### config.mk
export PLATFORM = sky130hd
export DESIGN_NAME = encoder_velocity_estimator_top
export DESIGN_NICKNAME = d
export VERILOG_FILES = /design/src/evs_pkg.sv /design/src/evs_div.sv /design/src/encoder_velocity_estimator_top.sv
export SDC_FILE = /design/constraint.sdc
export NUM_CORES = 2
export LEC_CHECK = 0
export BUFFER_PORTS_ARGS = -buffer_cell sky130_fd_sc_hd__buf_2
export CAP_MARGIN = 25
export CORE_MARGIN = 4
export CORE_UTILIZATION = 50
export CTS_BUF_LIST = sky130_fd_sc_hd__clkbuf_8
export CTS_CLUSTER_SIZE = 12
export DETAILED_ROUTE_END_ITERATION = 16
export GPL_TIMING_DRIVEN = 0
export PLACE_DENSITY = 0.67
export SETUP_SLACK_MARGIN = 0.05
export SYNTH_ARGS = -nofsm -noshare
export SYNTH_HDL_FRONTEND = slang
export SYNTH_SLANG_ARGS = --single-unit
### constraint.sdc
create_clock -name clk -period 10.1 [get_ports clk]
set_input_delay 3.03 -clock clk [delete_from_list [all_inputs] [get_ports clk]]
set_output_delay 3.03 -clock clk [all_outputs]
set_load 0.01 [all_outputs]
### src/evs_pkg.sv
`timescale 1ns / 1ps
// ----------------------------------------------------------------------------
// Encoder velocity estimator package
// Widths, reset values and item types shared by the estimator modules.
// ----------------------------------------------------------------------------
package evs_pkg;

  localparam int TS_W = 32;
  localparam int RATE_W = 27;
  localparam int VEL_W = 40;
  localparam int MAG_W = VEL_W + 1;
  localparam int NUM_W = TS_W + RATE_W;

  localparam int FRACTION_BITS_DEF = 8;
  localparam int WRAP_SPAN_DEF = 65535;

  localparam logic [RATE_W-1:0] RATE_RESET = RATE_W'(1000000);

  localparam logic [VEL_W-1:0] VEL_MAX = {1'b0, {(VEL_W-1){1'b1}}};
  localparam logic [VEL_W-1:0] VEL_MIN = {1'b1, {(VEL_W-1){1'b0}}};

  typedef struct packed {
    logic [31:0]        timer_now;
    logic signed [15:0] wraps_a;
    logic [15:0]        counter_a;
    logic [31:0]        edge_time_a;
    logic signed [15:0] wraps_b;
    logic [15:0]        counter_b;
    logic [31:0]        edge_time_b;
  } in_item_t;

  typedef struct packed {
    logic signed [39:0] velocity_a;
    logic signed [39:0] velocity_b;
    logic               zero_span_a;
    logic               zero_span_b;
    logic               saturated;
  } out_item_t;

  typedef struct packed {
    logic done;
    logic overflow;
  } div_status_t;

endpackage

### src/evs_div.sv
`timescale 1ns / 1ps
// ----------------------------------------------------------------------------
// Bit-serial divider
// Restoring division, one quotient bit per cycle; keeps the low quotient bits
// and a sticky flag for any quotient bit that falls above them.
// ----------------------------------------------------------------------------
module evs_div #(
  parameter int DIVIDEND_W = evs_pkg::NUM_W + evs_pkg::FRACTION_BITS_DEF
) (
  input  logic                        clk,
  input  logic                        rst,
  input  logic                        start,
  input  logic [DIVIDEND_W-1:0]       dividend,
  input  logic [evs_pkg::TS_W-1:0]    divisor,
  output logic [evs_pkg::MAG_W-1:0]   quotient,
  output evs_pkg::div_status_t        status
);
  import evs_pkg::*;

  localparam int CNT_W = $clog2(DIVIDEND_W + 1);

  logic             busy;
  logic             done;
  logic [CNT_W-1:0] cnt;
  logic [DIVIDEND_W-1:0] dvd;
  logic [TS_W-1:0]  dvs;
  logic [TS_W-1:0]  rem;
  logic [MAG_W-1:0] quo;
  logic             ovf;
  logic [TS_W:0]    trial;
  logic             fits;
  logic [TS_W:0]    diff;

  always_comb begin
    trial = {rem, dvd[DIVIDEND_W-1]};
    diff  = trial - {1'b0, dvs};
    fits  = (trial >= {1'b0, dvs});
  end

  always_ff @(posedge clk) begin
    if (rst) begin
      busy <= 1'b0;
      done <= 1'b0;
      cnt  <= '0;
    end else begin
      done <= 1'b0;
      if (start) begin
        busy <= 1'b1;
        cnt  <= CNT_W'(DIVIDEND_W);
      end else if (busy) begin
        cnt <= cnt - CNT_W'(1);
        if (cnt == CNT_W'(1)) begin
          busy <= 1'b0;
          done <= 1'b1;
        end
      end
    end
  end

  always_ff @(posedge clk) begin
    if (start) begin
      dvd <= dividend;
      dvs <= divisor;
      rem <= '0;
      quo <= '0;
      ovf <= 1'b0;
    end else if (busy) begin
      dvd <= dvd << 1;
      rem <= fits ? diff[TS_W-1:0] : trial[TS_W-1:0];
      quo <= {quo[MAG_W-2:0], fits};
      ovf <= ovf | quo[MAG_W-1];
    end
  end

  assign quotient        = quo;
  assign status.done     = done;
  assign status.overflow = ovf;

endmodule

### src/encoder_velocity_estimator_top.sv
`timescale 1ns / 1ps
// ----------------------------------------------------------------------------
// Encoder velocity estimator
// Two-wheel velocity from encoder position and edge timing, one result per
// sample tick, with a single bit-serial divider shared by both wheels.
// ----------------------------------------------------------------------------
// Each item passes through the shared divider for wheel A and then wheel B,
// one quotient bit per cycle; the next item is taken once the result has
// moved into the output register.
// Reset clears the history of both wheels and loads the tick rate with 1000000.
module encoder_velocity_estimator_top #(
  parameter int FRACTION_BITS = evs_pkg::FRACTION_BITS_DEF,
  parameter int WRAP_SPAN     = evs_pkg::WRAP_SPAN_DEF
) (
  input  logic                       clk,
  input  logic                       rst,
  input  logic                       in_valid,
  output logic                       in_stall,
  input  evs_pkg::in_item_t          in_item,
  output logic                       out_valid,
  input  logic                       out_stall,
  output evs_pkg::out_item_t         out_item,
  input  logic                       cfg_valid,
  output logic                       cfg_ready,
  input  logic [evs_pkg::RATE_W-1:0] cfg_data
);
  import evs_pkg::*;

  localparam int DIVIDEND_W = NUM_W + FRACTION_BITS;
  localparam logic [TS_W-1:0] SPAN32 = TS_W'(WRAP_SPAN);
  localparam logic [MAG_W-1:0] MAG_NEG = {2'b01, {(MAG_W-2){1'b0}}};
  localparam logic [MAG_W-1:0] MAG_POS = {2'b00, {(MAG_W-2){1'b1}}};

  typedef enum logic [7:0] {
    S_IDLE = 8'b0000_0001,
    S_POS  = 8'b0000_0010,
    S_DIFF = 8'b0000_0100,
    S_DEN  = 8'b0000_1000,
    S_MUL  = 8'b0001_0000,
    S_DIV  = 8'b0010_0000,
    S_END  = 8'b0100_0000,
    S_OUT  = 8'b1000_0000
  } state_t;

  state_t state;
  logic   wheel;

  logic [RATE_W-1:0] rate;
  logic [TS_W-1:0]   last_timestamp;
  logic [TS_W-1:0]   last_position [2];
  logic [TS_W-1:0]   last_edge_offset [2];
  logic [TS_W-1:0]   stale_time [2];

  in_item_t         item;
  logic [TS_W-1:0]  dt;
  logic [TS_W-1:0]  pos;
  logic [TS_W-1:0]  offs;
  logic [TS_W-1:0]  dpos;
  logic [TS_W-1:0]  denom;
  logic [TS_W-1:0]  dmag;
  logic             neg;
  logic             zero;
  logic [VEL_W-1:0] vel_a;
  logic [VEL_W-1:0] vel_b;
  logic             zero_a;
  logic             zero_b;
  logic             sat;

  logic [15:0]      wr_sel;
  logic [15:0]      cnt_sel;
  logic [TS_W-1:0]  edge_sel;
  logic [TS_W-1:0]  ws_ext;
  logic [TS_W-1:0]  pos_calc;
  logic [NUM_W-1:0] num;
  logic [DIVIDEND_W-1:0] dividend;
  logic [TS_W-1:0]  den_mag;
  logic             div_start;
  logic [MAG_W-1:0] quotient;
  div_status_t      div_stat;

  logic [VEL_W-1:0] vel_res;
  logic             zero_res;
  logic             sat_res;
  logic             in_take;
  logic             out_load;

  assign cfg_ready = 1'b1;
  assign in_stall  = (state != S_IDLE);
  assign in_take   = in_valid && !in_stall;
  assign out_load  = (state == S_OUT) && (!out_valid || !out_stall);
  assign div_start = (state == S_MUL);

  always_comb begin
    wr_sel   = wheel ? item.wraps_b : item.wraps_a;
    cnt_sel  = wheel ? item.counter_b : item.counter_a;
    edge_sel = wheel ? item.edge_time_b : item.edge_time_a;
    ws_ext   = {{16{wr_sel[15]}}, wr_sel};
    pos_calc = ws_ext * SPAN32 + {16'b0, cnt_sel};
    num      = NUM_W'(dmag) * NUM_W'(rate);
    dividend = DIVIDEND_W'(num) << FRACTION_BITS;
    den_mag  = denom[TS_W-1] ? (TS_W'(0) - denom) : denom;
  end

  always_comb begin
    vel_res  = '0;
    zero_res = 1'b0;
    sat_res  = 1'b0;
    if (zero) begin
      zero_res = 1'b1;
    end else if (neg) begin
      if (div_stat.overflow || quotient > MAG_NEG) begin
        vel_res = VEL_MIN;
        sat_res = 1'b1;
      end else begin
        vel_res = VEL_W'(MAG_W'(0) - quotient);
      end
    end else begin
      if (div_stat.overflow || quotient > MAG_POS) begin
        vel_res = VEL_MAX;
        sat_res = 1'b1;
      end else begin
        vel_res = quotient[VEL_W-1:0];
      end
    end
  end

  evs_div #(
    .DIVIDEND_W(DIVIDEND_W)
  ) u_div (
    .clk      (clk),
    .rst      (rst),
    .start    (div_start),
    .dividend (dividend),
    .divisor  (den_mag),
    .quotient (quotient),
    .status   (div_stat)
  );

  always_ff @(posedge clk) begin
    if (rst) begin
      state               <= S_IDLE;
      wheel               <= 1'b0;
      rate                <= RATE_RESET;
      last_timestamp      <= '0;
      last_position[0]    <= '0;
      last_position[1]    <= '0;
      last_edge_offset[0] <= '0;
      last_edge_offset[1] <= '0;
      stale_time[0]       <= '0;
      stale_time[1]       <= '0;
      out_valid           <= 1'b0;
    end else begin
      if (cfg_valid && cfg_ready) begin
        rate <= cfg_data;
      end
      if (out_valid && !out_stall) begin
        out_valid <= 1'b0;
      end
      case (state)
        S_IDLE: begin
          if (in_take) begin
            last_timestamp <= in_item.timer_now;
            wheel          <= 1'b0;
            state          <= S_POS;
          end
        end
        S_POS: begin
          state <= S_DIFF;
        end
        S_DIFF: begin
          stale_time[wheel]    <= (pos == last_position[wheel]) ?
                                  stale_time[wheel] + dt : dt;
          last_position[wheel] <= pos;
          state                <= S_DEN;
        end
        S_DEN: begin
          last_edge_offset[wheel] <= offs;
          state                   <= S_MUL;
        end
        S_MUL: begin
          state <= S_DIV;
        end
        S_DIV: begin
          if (div_stat.done) begin
            state <= S_END;
          end
        end
        S_END: begin
          if (wheel) begin
            state <= S_OUT;
          end else begin
            wheel <= 1'b1;
            state <= S_POS;
          end
        end
        S_OUT: begin
          if (out_load) begin
            out_valid <= 1'b1;
            state     <= S_IDLE;
          end
        end
        default: begin
          state <= S_IDLE;
        end
      endcase
    end
  end

  always_ff @(posedge clk) begin
    if (in_take) begin
      item <= in_item;
      dt   <= in_item.timer_now - last_timestamp;
      sat  <= 1'b0;
    end
    if (state == S_POS) begin
      pos  <= pos_calc;
      offs <= item.timer_now - edge_sel;
    end
    if (state == S_DIFF) begin
      dpos <= pos - last_position[wheel];
    end
    if (state == S_DEN) begin
      denom <= stale_time[wheel] + last_edge_offset[wheel] - offs;
      dmag  <= dpos[TS_W-1] ? (TS_W'(0) - dpos) : dpos;
    end
    if (state == S_MUL) begin
      neg  <= dpos[TS_W-1] ^ denom[TS_W-1];
      zero <= (denom == '0);
    end
    if (state == S_END) begin
      sat <= sat | sat_res;
      if (wheel) begin
        vel_b  <= vel_res;
        zero_b <= zero_res;
      end else begin
        vel_a  <= vel_res;
        zero_a <= zero_res;
      end
    end
    if (out_load) begin
      out_item.velocity_a  <= vel_a;
      out_item.velocity_b  <= vel_b;
      out_item.zero_span_a <= zero_a;
      out_item.zero_span_b <= zero_b;
      out_item.saturated   <= sat;
    end
  end

endmodule

==> metrics.yaml <==
clock_tree:
  cts_hold_buf: 0
  htree_num_levels: 4
  cts_sinks: 956
  cts_tree: "built"
  root_buffer: "clkbuf_8"
  numCtsBuffers: 167
  clock_latency_ns: 0.92
  cts.repair.resized: 0
  clk_pin_slew_worst_paths_ns: 0.07
  cts_setup_buffers: 0
  cts_buffer_depth: 3
synthesis:
  ys.flop_type: "edfxtp_1"
  syn_nets: 9245
  syn-cell-area_sq_um: 79300
  synth-async-reset-ratio: 0
  yosysSeqAreaShare: 0.343
  synth_cell_types: 87
  synth_area_per_cell_sq_um: 10.4
  ys_ff_latch: 956
  synth_edf_count: 803
  synth_area_leaders: "edfxtp_1 30%, fa_1 22%, ha_1 8.0%"
  yosys.area.top_type: "edfxtp_1"
  ys_warn_count: 0
  synth_top_area_frac: 0.304
  synth_cells: 7654
drt:
  highest_layer: "met5"
  vias: 55900
  drc: 0
  avgRoutedWirePerCell_microns: 20.4
  vias_per_cell: 5.41
  first_pass_iters: 6
  drt_iter0_drc: 4119
  wirelength_microns: 210000
  wl_met2_microns: 98500
  wl_met3_microns: 14600
  wl_met1_microns: 86600
  drt.antenna.violating_nets: 0
timing:
  min_period_ns: 10.06
  slew_viol_final: 0
  hold_viol: 0
  period_share: 0.996
  tns_ns: 0
  skew_ns: 0.0790
  relSlewSlack: 0.322
  setup_viol: 0
  max_freq_mhz: 99.4
  layout_setup_ws_ns: 0.0388
  worst_slew_pin_slew_ns: 1.02
  rsz0062_at_grt: "false"
place:
  hpwl_microns: 170000
  routabilityCongestion: 0.958
  pre_cts_slack_ns: 0.365
  io_buffer_count: 276
die:
  fp.dieArea_sq_um: 165000
  ios: 278
  start_util: 0.505
  fp.dieH_microns: 406
  die_w_microns: 406
  core_sq_um: 157000
  row_count: 145
global_route:
  grt_start_max_net_pins: 64
  antenna_found_initial: 11
  grt_pass1_wl_microns: 327000
  grt_util_all_layers: 0.258
  gr-total-overflow: 0
  grt_pass1_vias: 57000
worst_setup_path:
  cp_common_cell: "fa_1"
  cp_slowest_cell: "clkbuf_1"
  crit_fanout: 10
  reg2regPathDepth: 28
  max_stage_delay_ns: 0.74
  start_kind: "register"
  required_ns: 10.70
  cp.arrival_ns: 10.66
  crit_type: "register to register"
  setup.worst_path.end_class: "register"
worst_hold_path:
  hold_path_depth: 0
  hp-class: "register to register"
run:
  maxCapViolations: 0
finish:
  drive_gt1_frac: 0.0762
  num-fill-cells: 13700
  syn2layout_area_growth_pct: 10.0
  fin_nets: 9720
run_status:
  status: "finished clean"
[through the flow]
step / area (sq um) / hold slack, ns / util / std cells
after floorplan: 79300 / 0.400 / - / 7654
after global placement: 83300 / 0.403 / 0.531 / 9988
after detailed placement: 83800 / 0.405 / 0.534 / 10000
after CTS: 87200 / 0.390 / 0.556 / 10300
after global routing: 87300 / 0.400 / 0.556 / 10300
final: 87300 / 0.390 / 0.556 / 10300
[area by class of cell]
| type | count | area (sq um) | share of cell area |
|---|---|---|---|
| clock buffer | 170 | 2340 | 0.0268 |
| sequential | 956 | 27200 | 0.311 |
| inverter | 1261 | 4730 | 0.0542 |
| tap | 2058 | 2570 | 0.0295 |
| buffer | 334 | 1370 | 0.0157 |
| timing repair buffer | 307 | 1890 | 0.0217 |
| clock inverter | 137 | 1060 | 0.0122 |
| multi-input combinational | 5102 | 46100 | 0.528 |
| antenna | 7 | 17.5 | 0.000201 |
[worst max-delay path: cells and delay by family, from the launching register on]
family          cells  cell delay (ns)
compound gates      8             2.96
flops               1             0.32
fa+ha+maj           8             3.96
xor+xnor            1             0.16
simple gates        3             0.50
buf+inv             8             1.89
[registers in the layout (all words and copies together), names as in the netlist, 7 cells and up, named ones only]
name              cells
u_div.cnt             7
u_div.rem            32
last_timestamp       32
dmag                 32
u_div.dvs            32
last_edge_offset     64
pos                  32
out_item             83
dpos                 32
rate                 27
vel_a                40
dt                   32
vel_b                40
item                160
offs                 32
stale_time           64
u_div.dvd            59
denom                32
state                 8
u_div.quotient       41
last_position        64
[synth_stat cells (all sizes together) (38+ instances only)]
cell,count
xnor2,226
mux2i,222
nand3,54
o21a,38
a21oi,337
nand2,882
a21o,130
o21bai,38
clkbuf,310
dfxtp,153
edfxtp,803
inv,1261
nand4,42
xor2,85
nand2b,47
nor2b,45
and3,57
o21ai,219
and2,418
a211oi,61
fa,890
ha,509
nor2,373
nor3,68
[routing by layer]
metal | global-route usage | up-vias
li1 | - | 26000
met1 | 0.338 | 27500
met2 | 0.419 | 1952
met3 | 0.0483 | 451
met4 | 0.118 | 2
met5 | 0 | -
[logic make-up after synthesis]
group / Yosys count / share of synthesized area
DFF: 956 / 0.343
xor gates and xnor gates: 312 / 0.0346
and+or+nand+nor: 2103 / 0.126
adders and majority gates: 1399 / 0.305
buffers and inverters: 1596 / 0.0770
AOI/OAI and AO/OA: 1031 / 0.0815
other: 1 / 0.0000473
muxes: 256 / 0.0328
[placed cells by master (no fill, tap or decap), types with 85 or more instances in the layout]
master / count
clkbuf_8: 175
nand2_1: 881
buf_2: 283
and2_1: 418
fa_1: 890
o21ai_0: 219
clkbuf_1: 301
xnor2_1: 226
inv_1: 1312
dfxtp_1: 153
edfxtp_1: 803
xor2_1: 85
nor2_1: 370
ha_1: 509
a21oi_1: 336
a21o_1: 130
mux2i_1: 222
[path summary, 6_finish.rpt]
| path | start | endpoint | slack [ns] |
|---|---|---|---|
| max | dmag[9]$_DFFE_PP_ | u_div.dvd[66]$_DFFE_PP_ | 0.04 |
| min | vel_a[0]$_DFFE_PP_ | out_item[43]$_DFFE_PP_ | 0.39 |
| max reg2reg | dmag[9]$_DFFE_PP_ | u_div.dvd[66]$_DFFE_PP_ | 0.04 |
| min reg2reg | vel_a[0]$_DFFE_PP_ | out_item[43]$_DFFE_PP_ | 0.39 |
Power is left out: the tool's default activity adds up to more than one toggle a clock period on the data nets, which glitch-free logic cannot reach.
